<file path="src/hdl/ppu_pkg.sv">
// ppu_pkg: shared types, constants and helpers for the particle pool block
// no dependencies; imported by every module of the block but ppu_ram
`default_nettype none

package ppu_pkg;

  // pool geometry
  localparam int MAX_SLOTS = 256;
  localparam int SLOT_W    = $clog2(MAX_SLOTS);
  localparam int CNT_W     = $clog2(MAX_SLOTS + 1);
  localparam int POOL_W    = 9;
  localparam int LIVE_W    = 9;
  localparam int LIVE_MAX  = 511;
  localparam int DT_W      = 16;

  localparam logic [POOL_W-1:0] POOL_RESET = 9'd256;

  // operation codes
  localparam logic OP_ADD  = 1'b0;
  localparam logic OP_TICK = 1'b1;

  typedef struct packed {
    logic               opcode;
    logic [DT_W-1:0]    time_step;
    logic signed [31:0] start_x;
    logic signed [31:0] start_y;
    logic signed [31:0] speed_x;
    logic signed [31:0] speed_y;
    logic signed [31:0] life_time;
  } item_t;

  typedef struct packed {
    logic              added;
    logic [7:0]        slot_used;
    logic [LIVE_W-1:0] live_count;
  } result_t;

  // one slot as held in the state memory
  typedef struct packed {
    logic signed [31:0] pos_x;
    logic signed [31:0] pos_y;
    logic signed [31:0] vel_x;
    logic signed [31:0] vel_y;
    logic signed [31:0] life;
  } slot_t;

  localparam int SLOT_BITS = $bits(slot_t);

  // slot entering the integrator, aligned with the memory read data
  typedef struct packed {
    logic              valid;
    logic              active;
    logic [SLOT_W-1:0] idx;
  } step_t;

  // updated slot leaving the integrator
  typedef struct packed {
    logic              valid;
    logic              active;
    logic              alive;
    logic [SLOT_W-1:0] idx;
    slot_t             word;
  } wb_t;

  typedef enum logic [2:0] {
    ST_IDLE,
    ST_ADD,
    ST_TICK,
    ST_DRAIN,
    ST_PRUNE,
    ST_DONE
  } state_t;

  // pool size clamped to the number of physical slots
  function automatic logic [CNT_W-1:0] eff_size(input logic [POOL_W-1:0] p);
    logic [31:0] wide;
    wide = 32'(p);
    if (wide > 32'(MAX_SLOTS)) begin
      return CNT_W'(MAX_SLOTS);
    end
    return CNT_W'(p);
  endfunction

  // active count as reported, saturated to the field width
  function automatic logic [LIVE_W-1:0] live_sat(input logic [CNT_W-1:0] n);
    if (32'(n) > 32'(LIVE_MAX)) begin
      return LIVE_W'(LIVE_MAX);
    end
    return LIVE_W'(n);
  endfunction

endpackage

`default_nettype wire

</file>
<file path="src/hdl/ppu_integrator.sv">
// ppu_integrator: two-stage euler update of one slot per cycle
// multiply stage, then add stage feeding write-back; uses ppu_pkg
`default_nettype none

module ppu_integrator
  import ppu_pkg::*;
(
  input  wire logic            clk,
  input  wire logic            rst,
  input  wire step_t           s1,
  input  wire slot_t           rdata,
  input  wire logic [DT_W-1:0] dt,
  output wb_t                  wb
);

  logic signed [48:0] prod_x;
  logic signed [48:0] prod_y;
  logic signed [31:0] life_new;

  logic               s2_valid;
  logic               s2_active;
  logic [SLOT_W-1:0]  s2_idx;
  logic signed [31:0] s2_life;
  logic signed [31:0] s2_step_x;
  logic signed [31:0] s2_step_y;
  slot_t              s2_word;

  // velocity times dt, dt as a non-negative operand
  always_comb begin
    prod_x   = rdata.vel_x * $signed({1'b0, dt});
    prod_y   = rdata.vel_y * $signed({1'b0, dt});
    life_new = rdata.life - $signed({16'b0, dt});
  end

  always_ff @(posedge clk) begin
    if (rst) begin
      s2_valid <= 1'b0;
    end else begin
      s2_valid <= s1.valid;
    end
    s2_active <= s1.active;
    s2_idx    <= s1.idx;
    s2_life   <= life_new;
    s2_step_x <= prod_x[47:16];
    s2_step_y <= prod_y[47:16];
    s2_word   <= rdata;
  end

  always_comb begin
    wb.valid      = s2_valid;
    wb.active     = s2_active;
    wb.idx        = s2_idx;
    wb.alive      = (s2_life > 32'sd0);
    wb.word       = s2_word;
    wb.word.life  = s2_life;
    wb.word.pos_x = s2_word.pos_x + s2_step_x;
    wb.word.pos_y = s2_word.pos_y + s2_step_y;
  end

endmodule

`default_nettype wire

</file>
<file path="config.mk">
export PLATFORM = sky130hd
export DESIGN_NAME = ppu_integrator
export DESIGN_NICKNAME = d
export VERILOG_FILES = /design/src/hdl/ppu_pkg.sv /design/src/hdl/ppu_integrator.sv
export SDC_FILE = /design/constraint.sdc
export NUM_CORES = 2
export LEC_CHECK = 0
export ABC_AREA = 1
export BUFFER_PORTS_ARGS = -buffer_cell sky130_fd_sc_hd__buf_2
export CAP_MARGIN = 25
export CORE_UTILIZATION = 58
export DETAILED_ROUTE_END_ITERATION = 8
export GPL_TIMING_DRIVEN = 0
export PLACE_DENSITY = 0.8
export SYNTH_ARGS = -nofsm -noshare
export SYNTH_HDL_FRONTEND = slang
export SYNTH_SLANG_ARGS = --single-unit
</file>
<file path="constraint.sdc">
create_clock -name clk -period 6 [get_ports clk]
set_clock_uncertainty 0.05 [all_clocks]
set_input_delay 0.9 -clock clk [delete_from_list [all_inputs] [get_ports clk]]
set_output_delay 0.9 -clock clk [all_outputs]
set_load 0.1 [all_outputs]
</file>
**After elaboration in Yosys (flattened, before gate mapping)**

Index checks and enable logic that the tools add are counted.

- Register bits: 234
- Input bits: 188
- Output and inout bits: 171
- Logic and storage cells: 16

- Add/subtract/negate cells: 3
- Multiply operators: 2
- Order comparisons: 1

Operators with widths:

| operator | number |
|---|---|
| multiplier 32 x 17 -> 48 bit | 2 |
| adder 32 bit | 2 |
| > comparator 32 x 1 -> 1 bit, second input constant | 1 |
| subtractor 32 x 17 -> 32 bit | 1 |

**Logic depth before layout (Yosys ltp)**

- Depth after elaboration: 1
- Gate-level depth with buffers: 29
- Gate-level depth less buffers: 27

**Least setup slack after synthesis**

Ideal clock, no wire load.

- Kind: in2reg
- Start point: input dt[3]
- End point: register s2_step_x[29]
- Arrival time: 6.050 ns
- Setup slack: -0.212 ns
- Stages on the path: 22
- Buffers on the path: 2
- Path through: clkbuf_1 clkbuf_1 nand2_1 fa_1 inv_1 fa_1 inv_1 fa_1 fa_1 fa_1 fa_1 inv_1 ha_1 nand2_1 inv_1 nand2_1 nor3_1 nand2_1 nor2_1 nand2_1 nand4_1 nand2_1

- Longest elaborated chain between the ends: 1

Ends and longest elaborated chain:

| element | line | text |
|---|---|---|
| from (decl) | ppu_integrator.sv:12 | `input wire logic [DT_W-1:0] dt,` |
| multiplier 32 x 17 -> 48 bit | ppu_integrator.sv:30 | `prod_x = rdata.vel_x * $signed({1'b0, dt});` |
| named net prod_x[45] | ppu_integrator.sv:16 | `logic signed [48:0] prod_x;` |
| to (signal assigned) | ppu_integrator.sv:44 | `s2_step_x <= prod_x[47:16];` |
| to (decl) | ppu_integrator.sv:24 | `logic signed [31:0] s2_step_x;` |

The timed path passes the listed nets, and every way through them passes these cells.
A chain may end at the register's enable or synchronous reset.

**Worst setup path in the final report**

- Start point: input dt[2]
- End point: register s2_step_y[6]

- Longest elaborated chain between the ends: 1

Ends and longest elaborated chain:

| element | line | text |
|---|---|---|
| multiplier 32 x 17 -> 48 bit | ppu_integrator.sv:31 | `prod_y = rdata.vel_y * $signed({1'b0, dt});` |
| named net prod_y[22] | ppu_integrator.sv:17 | `logic signed [48:0] prod_y;` |
| to (signal assigned) | ppu_integrator.sv:45 | `s2_step_y <= prod_y[47:16];` |
| to (decl) | ppu_integrator.sv:25 | `logic signed [31:0] s2_step_y;` |

The timed path passes the listed nets, and every way through them passes these cells.

==> results.yml <==
critical_path:
  crit_buf_inv: 10
  cp-start-kind: "input port"
  crit_slowest_cell: "fa_2"
  required_ps: 6490
  worstSetupEndpointType: "flip-flop"
  worst-path-max-fanout: 8
  slowest_delay_ps: 590
  crit_type: "input port to flip-flop"
  critPathMostFrequentCell: "inv_1"
  arrival_ps: 6440
  cp_top_family: "adder cells"
sta:
  slew_viol_final: 0
  worstMarginPinSlew_ps: 1138
  fmax_mhz: 168.2
  finalHoldViolations: 0
  setup_viol: 0
  grt_setup_unrepaired: "yes"
  fin_crit_ps: 5945
  timing.final.crit_share_pct: 99.09
  whs_ps: 307.3
  slew_headroom_pct: 24.12
floorplanning:
  initial_core_util_pct: 58.98
  core_region_area_um2: 82500
  die_area_um2: 85060
  rows: 105
  die-width_um: 291.7
  io_pins: 359
  die_y_um: 291.7
global_route:
  grt_pass1_vias: 43290
  grt_usage_pct: 38.70
  grt-ovfl-total: 0
  antenna_found_initial: 8
  grt_start_max_net_pins: 16
  grt_pass1_wl_um: 247300
route:
  dr.first_iter.drc_count: 4349
  dr.pass1.iters: 8
  wirelength_um: 162800
  drc: 0
  routedWlPerCell_um: 20.44
  vias_per_cell: 5.417
  vias: 43150
  ant_nets: 0
place:
  postPlaceCellArea_um2: 51960
  gp_congestion: 1.014
  place_hpwl_um: 137100
  io_buffers: 344
yosys:
  synth_cells: 6528
  synth_nets: 7985
  yosysWarningCount: 0
  syn_area_um2: 48660
  ys_ff_latch: 234
  synth.avg_cell_area_um2: 7.454
  ys_types: 43
  seq_area_frac_synth_pct: 9.627
clock_network:
  clkSinkCount: 234
  clockBufferDepth: 3
  hold_buffers: 0
  cts_made_buffers: 30
  htreeDepth: 1
  clk_pin_slew_ps: 60
  cts_tree: "done"
  cts-root-buf: "clkbuf_16"
run:
  drv_cap: 0
worst_hold_path:
  worstHoldPathType: "input port to flip-flop"
layout:
  layout-drive-gt1-share_pct: 12.28
  area_growth_pct: 11.75
  final_util_pct: 65.91
  postLayoutCellArea_um2: 54380
  fin_nets: 8323
run_status:
  status: "complete, no violations"
[path summary, 6_finish.rpt]
| path | endpoint | depth (start not counted) | startpoint |
|---|---|---|---|
| hold / removal | s2_idx[2] | 1 | s1[2] |
| setup / recovery | s2_step_y[6] | 25 | dt[2] |
[cell type report]
class                           instances  area (um^2)
Sequential cell                       234         4684
Fill cell                            7102        28130
Tap cell                             1070         1339
Clock buffer                           39        824.5
Clock inverter                         17        212.7
Timing Repair Buffer                  369         2051
Buffer                                239         1861
Multi-Input combinational cell       4107        36310
Antenna cell                            5        12.51
Inverter                             1885         7087
[synthesized netlist by cell type, drive strengths merged]
cell	n	area share, %
inv	1885	15
nand2	1847	14
fa	967	40
ha	302	7.8
nor2	267	2.2
dfxtp	234	9.6
clkbuf	208	1.6
a21oi	190	2.0
nand3	144	1.5
o21ai	106	1.1
buf	94	1.2
xor2	74	1.3
nand4	39	0.50
xnor2	32	0.58
nor3	27	0.28
o21bai	24	0.39
nor4	17	0.23
a21boi	13	0.22
a21o	13	0.21
nand3b	10	0.15
o211ai	8	0.14
o21a	8	0.12
and3	7	0.090
or2	4	0.051
a31oi	3	0.039
and2	2	0.026
o311ai	2	0.036
nand2b	1	0.013
[metal layers]
layer,track usage [%],share of wire (%),vias to the layer above
met4,18.40,6.0,12
met2,57.65,43,2607
met1,51.34,37,20770
li1,-,-,19200
met3,12.13,14,565
met5,0,0.049,-
[state kept, by name (all words and copies together) (netlist names)]
signal     flops
s2_valid       1
s2_active      1
s2_word       64
s2_idx         8
s2_step_x     32
s2_life       32
s2_step_y     32
wb            64
[kinds of logic (layout without fill, tap and decap cells)]
logic type      Yosys count  count (layout)  share of synthesized area [%]
simple gates           2365            2365                          19.29
other cells               0               5                              0
fa+ha+maj              1269            1269                          47.55
xor+xnor                106             106                          1.908
compound gates          367             367                          4.248
flops                   234             234                          9.627
buf+inv                2187            2549                          17.38
[per-stage QoR]
stage	std cells	worst slack, ps	TNS (ps)
after floorplan	6528	1.366	0
after global placement	7942	-1998	-110540
after detailed placement	7956	-1810	-91670
after CTS	7959	-0.5249	-0.5249
after global routing	7960	-57.49	-376.8
final	7965	54.54	0
[cells in the final DEF, fill, tap and decap left out, types with 20 or more instances in the layout]
cell / netlist / routed
nor2_1: 258 / 217
inv_1: 1882 / 1875
xor2_1: 74 / 72
buf_4: 66 / 117
clkbuf_16: 0 / 33
ha_1: 302 / 269
fa_1: 967 / 954
nand3_1: 141 / 138
nand2_1: 1841 / 1810
dfxtp_1: 234 / 234
nand4_1: 39 / 39
nor3_1: 27 / 22
buf_2: 0 / 346
clkbuf_2: 0 / 33
nor2_2: 4 / 27
xnor2_1: 32 / 30
a21oi_1: 188 / 169
o21ai_0: 100 / 87
buf_6: 0 / 22
nand2_2: 6 / 35
clkbuf_4: 0 / 51
nor2_4: 5 / 23
a21oi_2: 2 / 20
[timing repair]
action                                  4_1_cts  5_1_grt
setup buffers                                 2        9
endpoints found under the hold margin         0        0
endpoints found under the setup margin       64       63
resized for setup                           280      402
pin swaps                                     7       30
Power is left out: the tool's default activity adds up to more than one toggle a clock period on the data nets, which glitch-free logic cannot reach.
